`config.mk`:
```
export PLATFORM = sky130hd
export DESIGN_NAME = midi_transport_command_mapper_core
export DESIGN_NICKNAME = d
export VERILOG_FILES = /design/src/sv/mtcm_pkg.sv /design/src/sv/mtcm_ram.sv /design/src/sv/mtcm_table.sv /design/src/sv/mtcm_eval.sv /design/src/sv/midi_transport_command_mapper_core.sv
export SDC_FILE = /design/constraint.sdc
export NUM_CORES = 2
export LEC_CHECK = 0
export ABC_AREA = 1
export BUFFER_PORTS_ARGS = -buffer_cell sky130_fd_sc_hd__clkbuf_2
export CORE_MARGIN = 2
export CORE_UTILIZATION = 60
export CTS_BUF_LIST = sky130_fd_sc_hd__clkbuf_16
export CTS_CLUSTER_SIZE = 8
export DETAILED_ROUTE_END_ITERATION = 8
export HOLD_SLACK_MARGIN = 0.03
export PLACE_DENSITY = 0.76
export SYNTH_ARGS = -nofsm -noshare
export SYNTH_HDL_FRONTEND = slang
export SYNTH_HIERARCHICAL = 1
export SYNTH_SLANG_ARGS = --single-unit
```
`constraint.sdc`:
```
create_clock -name clk -period 4.3 [get_ports clk]
set_clock_uncertainty 0.2 [all_clocks]
set_input_delay 0.43 -clock clk [delete_from_list [all_inputs] [get_ports clk]]
set_output_delay 0.43 -clock clk [all_outputs]
set_load 0.005 [all_outputs]
```
`src/sv/mtcm_pkg.sv`:
```
`default_nettype none

package mtcm_pkg;

  // table geometry
  localparam int TableDepth = 128;
  localparam int AddrW      = $clog2(TableDepth);
  localparam int EntryW     = 3;

  // item operation codes
  typedef enum logic [1:0] {
    OP_MIDI   = 2'd0,
    OP_KEY_WR = 2'd1,
    OP_CTL_WR = 2'd2,
    OP_UNUSED = 2'd3
  } op_t;

  // configuration register indexes
  localparam logic [1:0] CFG_LISTEN_ENABLE    = 2'd0;
  localparam logic [1:0] CFG_CHANNEL_FILTER   = 2'd1;
  localparam logic [1:0] CFG_REQUIRE_MODIFIER = 2'd2;

  // midi message kinds (upper status nibble)
  localparam logic [3:0] KIND_NOTE_OFF  = 4'h8;
  localparam logic [3:0] KIND_NOTE_ON   = 4'h9;
  localparam logic [3:0] KIND_CTRL_CHG  = 4'hB;

  // channel filter value that accepts every channel
  localparam logic signed [4:0] FILTER_ALL = -5'sd1;

  // table entry codes
  localparam logic [EntryW-1:0] ACT_NONE        = 3'd0;
  localparam logic [EntryW-1:0] ACT_CONTROL     = 3'd1;
  localparam logic [EntryW-1:0] ACT_PLAY        = 3'd2;
  localparam logic [EntryW-1:0] ACT_STOP        = 3'd3;
  localparam logic [EntryW-1:0] ACT_TOGGLE_LOOP = 3'd4;
  localparam logic [EntryW-1:0] ACT_LOOP_START  = 3'd5;
  localparam logic [EntryW-1:0] ACT_LOOP_END    = 3'd6;

  // preset table locations
  localparam logic [AddrW-1:0] KEY_MODIFIER    = 7'd60;
  localparam logic [AddrW-1:0] KEY_PLAY        = 7'd57;
  localparam logic [AddrW-1:0] KEY_STOP        = 7'd59;
  localparam logic [AddrW-1:0] KEY_TOGGLE_LOOP = 7'd58;
  localparam logic [AddrW-1:0] CTL_PLAY        = 7'd24;
  localparam logic [AddrW-1:0] CTL_STOP        = 7'd23;

  typedef struct packed {
    logic              listen_enable;
    logic signed [4:0] channel_filter;
    logic              require_modifier;
  } cfg_t;

  // item held between the input register and the result register
  typedef struct packed {
    op_t        op;
    logic [7:0] status_byte;
    logic [6:0] data_two;
  } item_t;

  typedef struct packed {
    logic              fire;
    logic [2:0]        action;
  } result_t;

  // key table contents after reset
  function automatic logic [EntryW-1:0] key_reset_entry(input logic [AddrW-1:0] addr);
    logic [EntryW-1:0] e;
    case (addr)
      KEY_MODIFIER:    e = ACT_CONTROL;
      KEY_PLAY:        e = ACT_PLAY;
      KEY_STOP:        e = ACT_STOP;
      KEY_TOGGLE_LOOP: e = ACT_TOGGLE_LOOP;
      default:         e = ACT_NONE;
    endcase
    return e;
  endfunction

  // controller table contents after reset
  function automatic logic [EntryW-1:0] ctl_reset_entry(input logic [AddrW-1:0] addr);
    logic [EntryW-1:0] e;
    case (addr)
      CTL_PLAY: e = ACT_PLAY;
      CTL_STOP: e = ACT_STOP;
      default:  e = ACT_NONE;
    endcase
    return e;
  endfunction

endpackage

`default_nettype wire

```
`src/sv/mtcm_ram.sv`:
```
`default_nettype none

module mtcm_ram #(
  parameter int Width = 3,
  parameter int Depth = 128
) (
  input  wire logic                     clk,
  input  wire logic                     we,
  input  wire logic [$clog2(Depth)-1:0] waddr,
  input  wire logic [Width-1:0]         wdata,
  input  wire logic                     re,
  input  wire logic [$clog2(Depth)-1:0] raddr,
  output logic      [Width-1:0]         rdata
);

  logic [Width-1:0] mem [Depth];

  // one write port, one registered read port
  always_ff @(posedge clk) begin
    if (we) begin
      mem[waddr] <= wdata;
    end
    if (re) begin
      rdata <= mem[raddr];
    end
  end

endmodule

`default_nettype wire

```
`src/sv/mtcm_table.sv`:
```
`default_nettype none

module mtcm_table (
  input  wire logic                             clk,
  input  wire logic                             rst,
  input  wire logic                             wr_en,
  input  wire logic [mtcm_pkg::AddrW-1:0]       wr_addr,
  input  wire logic [mtcm_pkg::EntryW-1:0]      wr_data,
  input  wire logic                             rd_en,
  input  wire logic [mtcm_pkg::AddrW-1:0]       rd_addr,
  input  wire logic [mtcm_pkg::EntryW-1:0]      rd_default,
  output logic      [mtcm_pkg::EntryW-1:0]      rd_data
);

  logic [mtcm_pkg::TableDepth-1:0] written;
  logic                            hit;
  logic [mtcm_pkg::EntryW-1:0]     preset;
  logic [mtcm_pkg::EntryW-1:0]     ram_q;

  mtcm_ram #(
    .Width (mtcm_pkg::EntryW),
    .Depth (mtcm_pkg::TableDepth)
  ) u_ram (
    .clk   (clk),
    .we    (wr_en),
    .waddr (wr_addr),
    .wdata (wr_data),
    .re    (rd_en),
    .raddr (rd_addr),
    .rdata (ram_q)
  );

  // per-entry written flags, cleared by reset
  always_ff @(posedge clk) begin
    if (rst) begin
      written <= '0;
    end else if (wr_en) begin
      written[wr_addr] <= 1'b1;
    end
  end

  // sample flag and preset value alongside the ram read
  always_ff @(posedge clk) begin
    if (rst) begin
      hit <= 1'b0;
    end else if (rd_en) begin
      hit <= written[rd_addr];
    end
  end

  always_ff @(posedge clk) begin
    if (rd_en) begin
      preset <= rd_default;
    end
  end

  assign rd_data = hit ? ram_q : preset;

endmodule

`default_nettype wire

```
`src/sv/mtcm_eval.sv`:
```
`default_nettype none

module mtcm_eval (
  input  wire logic                        clk,
  input  wire logic                        rst,
  input  wire logic                        advance,
  input  wire mtcm_pkg::item_t             item,
  input  wire logic [mtcm_pkg::EntryW-1:0] key_entry,
  input  wire logic [mtcm_pkg::EntryW-1:0] ctl_entry,
  input  wire mtcm_pkg::cfg_t              cfg,
  output mtcm_pkg::result_t                result
);

  logic [7:0]                  held_count;
  logic [7:0]                  held_count_next;
  logic [3:0]                  kind;
  logic [3:0]                  chan;
  logic                        msg_ok;
  logic                        note_on;
  logic                        ctrl_chg;
  logic                        vel_nz;
  logic                        modifier_key;
  logic                        key_allowed;
  logic [mtcm_pkg::EntryW-1:0] entry;
  logic                        fires;

  assign kind   = item.status_byte[7:4];
  assign chan   = item.status_byte[3:0];
  assign vel_nz = (item.data_two != 7'd0);

  // message gating: op, listening, channel
  always_comb begin
    msg_ok = (item.op == mtcm_pkg::OP_MIDI) && cfg.listen_enable &&
             ((cfg.channel_filter == mtcm_pkg::FILTER_ALL) ||
              ($unsigned(cfg.channel_filter) == {1'b0, chan}));
    note_on  = msg_ok && (kind == mtcm_pkg::KIND_NOTE_ON);
    ctrl_chg = msg_ok && (kind == mtcm_pkg::KIND_CTRL_CHG);
  end

  assign modifier_key = note_on && (key_entry == mtcm_pkg::ACT_CONTROL);
  assign key_allowed  = !cfg.require_modifier || (held_count != 8'd0);

  // pick the entry that may fire
  always_comb begin
    entry = ctrl_chg ? ctl_entry : key_entry;
    fires = 1'b0;
    if (note_on && !modifier_key && vel_nz && key_allowed) begin
      fires = 1'b1;
    end else if (ctrl_chg && vel_nz) begin
      fires = 1'b1;
    end
    result.fire   = fires && (entry >= mtcm_pkg::ACT_PLAY) &&
                    (entry <= mtcm_pkg::ACT_LOOP_END);
    result.action = entry - mtcm_pkg::ACT_PLAY;
  end

  // held modifier count, saturating up and flooring down
  always_comb begin
    held_count_next = held_count;
    if (advance && modifier_key) begin
      if (vel_nz) begin
        if (held_count != 8'hFF) begin
          held_count_next = held_count + 8'd1;
        end
      end else if (held_count != 8'd0) begin
        held_count_next = held_count - 8'd1;
      end
    end
  end

  always_ff @(posedge clk) begin
    if (rst) begin
      held_count <= 8'd0;
    end else begin
      held_count <= held_count_next;
    end
  end

endmodule

`default_nettype wire

```
`src/sv/midi_transport_command_mapper_core.sv`:
```
`default_nettype none

// MIDI transport command mapper. Each transaction on the input channel is a
// MIDI message (op 0) or a write to the key or controller action table (op 1,
// op 2); a message gives at most one transport action code on the output
// channel. A transaction is taken every cycle unless in_stall is high: the
// table read at data_one is registered with the input register, the decision
// and modifier count update come from that register, and the result sits in
// an output register; a table write is seen by the very next message. Input
// stall rises only when a result is ready while the output register is still
// stalled. Both tables come out of reset with their preset entries, with no
// clearing pass. Configuration is written through config_write, config_index
// and config_data (index 0 listen enable, 1 channel filter, 2 require
// modifier); the user must write it only while the block is idle, unenforced.
module midi_transport_command_mapper_core (
  input  wire logic       clk,
  input  wire logic       rst,
  input  wire logic       config_write,
  input  wire logic [1:0] config_index,
  input  wire logic [4:0] config_data,
  input  wire logic       in_valid,
  output logic            in_stall,
  input  wire logic [1:0] op,
  input  wire logic [7:0] status_byte,
  input  wire logic [6:0] data_one,
  input  wire logic [6:0] data_two,
  input  wire logic [2:0] map_action,
  output logic            out_valid,
  input  wire logic       out_stall,
  output logic [2:0]      transport_action
);

  mtcm_pkg::cfg_t              cfg;
  mtcm_pkg::item_t             item;
  mtcm_pkg::result_t           result;
  logic                        item_valid;
  logic                        item_advance;
  logic                        accept;
  logic                        key_wr;
  logic                        ctl_wr;
  logic [mtcm_pkg::EntryW-1:0] key_entry;
  logic [mtcm_pkg::EntryW-1:0] ctl_entry;

  // configuration registers
  always_ff @(posedge clk) begin
    if (rst) begin
      cfg.listen_enable    <= 1'b0;
      cfg.channel_filter   <= mtcm_pkg::FILTER_ALL;
      cfg.require_modifier <= 1'b1;
    end else if (config_write) begin
      case (config_index)
        mtcm_pkg::CFG_LISTEN_ENABLE:    cfg.listen_enable    <= config_data[0];
        mtcm_pkg::CFG_CHANNEL_FILTER:   cfg.channel_filter   <= $signed(config_data);
        mtcm_pkg::CFG_REQUIRE_MODIFIER: cfg.require_modifier <= config_data[0];
        default: ;
      endcase
    end
  end

  // handshake: the item stage moves unless its result meets a stalled output
  assign item_advance = !result.fire || !out_valid || !out_stall;
  assign in_stall     = item_valid && !item_advance;
  assign accept       = in_valid && !in_stall;
  assign key_wr       = accept && (mtcm_pkg::op_t'(op) == mtcm_pkg::OP_KEY_WR);
  assign ctl_wr       = accept && (mtcm_pkg::op_t'(op) == mtcm_pkg::OP_CTL_WR);

  // action tables
  mtcm_table u_key_table (
    .clk        (clk),
    .rst        (rst),
    .wr_en      (key_wr),
    .wr_addr    (data_one),
    .wr_data    (map_action),
    .rd_en      (accept),
    .rd_addr    (data_one),
    .rd_default (mtcm_pkg::key_reset_entry(data_one)),
    .rd_data    (key_entry)
  );

  mtcm_table u_ctl_table (
    .clk        (clk),
    .rst        (rst),
    .wr_en      (ctl_wr),
    .wr_addr    (data_one),
    .wr_data    (map_action),
    .rd_en      (accept),
    .rd_addr    (data_one),
    .rd_default (mtcm_pkg::ctl_reset_entry(data_one)),
    .rd_data    (ctl_entry)
  );

  // input register
  always_ff @(posedge clk) begin
    if (rst) begin
      item_valid <= 1'b0;
    end else if (accept) begin
      item_valid <= 1'b1;
    end else if (item_advance) begin
      item_valid <= 1'b0;
    end
  end

  always_ff @(posedge clk) begin
    if (accept) begin
      item.op          <= mtcm_pkg::op_t'(op);
      item.status_byte <= status_byte;
      item.data_two    <= data_two;
    end
  end

  // decision and modifier count
  mtcm_eval u_eval (
    .clk       (clk),
    .rst       (rst),
    .advance   (item_valid && item_advance),
    .item      (item),
    .key_entry (key_entry),
    .ctl_entry (ctl_entry),
    .cfg       (cfg),
    .result    (result)
  );

  // result register
  always_ff @(posedge clk) begin
    if (rst) begin
      out_valid <= 1'b0;
    end else if (item_valid && item_advance && result.fire) begin
      out_valid <= 1'b1;
    end else if (!out_stall) begin
      out_valid <= 1'b0;
    end
  end

  always_ff @(posedge clk) begin
    if (item_valid && item_advance && result.fire) begin
      transport_action <= result.action;
    end
  end

  // checks
  a_stall_needs_item: assert property (@(posedge clk) disable iff (rst)
    in_stall |-> item_valid)
    else $error("input stalled with no item in flight");

  a_blocked_result_stalls: assert property (@(posedge clk) disable iff (rst)
    (item_valid && result.fire && out_valid && out_stall) |-> in_stall)
    else $error("pending result not protected by input stall");

  a_fire_needs_listen: assert property (@(posedge clk) disable iff (rst)
    (item_valid && result.fire) |-> (cfg.listen_enable && item.op == mtcm_pkg::OP_MIDI))
    else $error("action produced without listening midi message");

  a_reset_clears_out: assert property (@(posedge clk)
    rst |=> !out_valid)
    else $error("result valid right after reset");

endmodule

`default_nettype wire

```
==> impl_metrics.tcl <==
set metrics [dict create \
    status "finished, final reports clean" \
    grtUsageMet3 0.05488 \
    hold_depth 2 \
    maxCapViolCount 0 \
    post_cts.repair.setup_buffers 0 \
    cp_data_required_time_ps 4750 \
    cp-start-kind "flip-flop" \
    first_global_vias 33944 \
    p_sw_frac 0.2310 \
    clock_sinks 1075 \
    min_to "u_ctl_table/written[75]$_SDFFE_PP0P_" \
    worstHoldPathType "in2reg" \
    grt_util_met2 0.4693 \
    cts_tree "done" \
    ir_worst_vdd_v 0.0005603 \
    die_area_um2 78580 \
    cts_resized 0 \
    port_buffers 43 \
    intPower_uw 17880 \
    crit_fanout 14 \
    grtUsageMet1 0.3904 \
    synth_area_per_cell_um2 9.716 \
    r2r_setup_slack_ps 410 \
    rows 101 \
    power.switching_uw 5371 \
    synth_area_um2 45810 \
    clkLatencyLatePin_ps 740 \
    hold_viol 0 \
    fin_setup_tns_ps 0 \
    area_growth_syn_to_layout_pct 11.98 \
    grt_pass1_wl_mm 180.0 \
    p_seq_frac 0.482 \
    report.final.slew_viol_count 0 \
    clockBufferDepth 3 \
    p_per_area_nw_per_um2 453.2 \
    path_clk_slew_ps 50 \
    h-tree-depth 4 \
    dpl.hpwl_mm 64.18 \
    most-common-layout-cells "nand2_1 (1,302), nand3_1 (960), edfxtp_1 (800)" \
    ys_ff_latch 1075 \
    pwr-share-clk 0.458 \
    r2r_end "u_ctl_table/written[45]$_SDFFE_PP0P_" \
    syn_nets 4763 \
    chipHeight_um 280.3 \
    fmax_mhz 256.9 \
    drt_iter0_drc 4199 \
    antenna_found_initial 1 \
    routed_via_density 6.075 \
    crit-reg2reg-launch "cfg[2]$_SDFFE_PP1P_" \
    p_comb_frac 0.059 \
    place_congestion 0.8632 \
    root_buffer "clkbuf_16" \
    ys_seq_area_frac 0.6445 \
    final_layout_size_suffix_gt1_frac 0.07231 \
    finalCritPeriodShare 0.9051 \
    grt_usage 0.2923 \
    fillCellCount 5479 \
    grt.busiest_layer "met2" \
    yosys_warnings 6 \
    rsz0062_at_grt "no" \
    ant_nets 0 \
    synthDistinctLibCells 43 \
    netlist_instances 4715 \
    remaining_drc_errors 0 \
    chipWidth_um 280.3 \
    cts_buffers 152 \
    dr_total_vias 35102 \
    nets 4802 \
    layout_commonest_cell "nand2_1" \
    setup_viol 0 \
    io_pins 44 \
    fin_crit_ps 3892 \
    grt-ovfl-total 0 \
    totalWireLength_mm 115.3 \
    final_util 0.6766 \
    end_kind "flip-flop" \
    relSlewSlack 0.1881 \
    drt_pass1_iterations 6 \
    fp.coreArea_um2 75820 \
    crit_type "reg2reg" \
    arrival_ps 4340 \
    r2r_cells 21 \
    post_drt_wl_per_cell_um 19.96 \
    start_util 0.6042 \
    p_leak_uw 0.01881 \
    worstHoldStart "rst" \
    tightest_slew_ps 1218 \
    grt_start_max_net_pins 201 \
]
logic make-up after synthesis:
logic type,after synthesis,synth area share
buffers and inverters,402,0.04220
flip-flops,1075,0.6445
adder cells (fa/ha/maj),9,0.002622
XOR/XNOR,6,0.001147
multiplexers,6,0.001475
AND/OR/NAND/NOR,2941,0.2774
other,1,0.00008186
AO/OA/AOI/OAI,275,0.03051
power by group through the flow:
stage	sequential, µW	clock (µW)	combinational, µW
2_1_floorplan	11400	0	838
3_3_place_gp	11400	0	1290
3_5_place_dp	11400	0	1310
4_1_cts	11200	10800	1350
5_1_grt	11200	11200	1490
6_report	11200	10700	1380
critical path: stages (launching register included):
cell	delay, ps
dfxtp_1	390
inv_1	60
nand2_1	50
nand2_1	60
nor2_1	90
nand2_1	80
nand2_2	100
nand3_1	130
nand2_1	90
nand2_1	90
inv_1	80
ha_1	140
nor2_1	40
nand2_1	70
a21oi_1	70
nand4_1	160
nand2_1	120
nor2_1	240
inv_2	220
nor4_4	1030
a21oi_1	160
nor2_1	130
synthesized netlist by cell type, drive strengths merged:
library cell	instances	area, µm²
fa	1	20.02
xnor2	2	17.52
a21o	1	7.510
clkbuf	82	307.8
o21bai	2	15.01
o21ai	4	20.01
nor2	591	2238
conb	1	3.750
a21oi	266	1343
nand4	17	106.4
ha	8	100.1
nor3b	2	31.28
inv	123	461.7
mux2	6	67.56
a31oi	2	12.51
edfxtp	800	24020
xor2	4	35.03
nand3b	2	15.01
buf	197	1164
or2	4	25.03
and2	2	15.02
nand3	962	4825
nor3	40	220.2
dfxtp	275	5505
nand2	1305	4911
nor4	16	322.8
metrics by stage:
step           power [µW]  area, µm²  setup slack, ps  hold slack [ps]  instances
2_1_floorplan       12240      45810             1257            229.1       4715
4_1_cts             23330      51300            512.9            42.66       5777
5_1_grt             23920      51300            94.13            69.15       5777
3_3_place_gp        12700      46580            628.4            241.6       5536
6_report            23250      51300            408.0            62.22       5778
3_5_place_dp        12710      46580            553.3            245.7       5536
routing by layer:
layer | routed length (µm) | part of all wire
met5 | 16 | 0.00014
met4 | 4227 | 0.037
met3 | 11260 | 0.098
met2 | 54500 | 0.47
met1 | 45320 | 0.39
repair_timing:
action                                  in CTS  in global routing
endpoints found under the setup margin       0                  0
hold buffers                                42                  0
endpoints found under the hold margin       33                  0
worst max-delay path by stage:
stage	start	end	slack, ps	cells past startpoint
final	cfg[2]$_SDFFE_PP1P_	u_ctl_table/written[45]$_SDFFE_PP0P_	410	21
after global routing	cfg[3]$_SDFFE_PP1P_	u_ctl_table/written[13]$_SDFFE_PP0P_	90	21
after CTS	cfg[1]$_SDFFE_PP1P_	u_ctl_table/written[45]$_SDFFE_PP0P_	510	21
after detailed placement	item[9]$_DFFE_PP_	u_ctl_table/written[69]$_SDFFE_PP0P_	550	20
after global placement	cfg[2]$_SDFFE_PP1P_	u_ctl_table/written[69]$_SDFFE_PP0P_	630	21
after floorplan	item[8]$_DFFE_PP_	u_ctl_table/u_ram/mem[105][0]$_DFFE_PP_	1260	20
registers in the layout (all words and copies together) (netlist names), 3 cells and up:
signal                   cells
item                        17
u_key_table/preset           3
u_key_table/u_ram/mem      384
u_eval/held_count            8
u_ctl_table/written        128
u_key_table/u_ram/rdata      3
u_ctl_table/preset           3
u_ctl_table/u_ram/rdata      3
transport_action             3
cfg                          7
u_key_table/written        128
u_ctl_table/u_ram/mem      384
final cells by class:
class | instances | area (µm²) | share of cell area
diodes | 1 | 2.502 | 0.00004878
clock buffers | 152 | 3804 | 0.07414
clock inverters | 47 | 499.2 | 0.009731
inverters | 123 | 474.2 | 0.009243
multi-input cells | 3238 | 14350 | 0.2797
flip-flops and latches | 1075 | 29530 | 0.5756
well taps | 978 | 1224 | 0.02385
repair buffers | 164 | 1420 | 0.02768
Note: power is estimated with default switching activity, not from simulation.
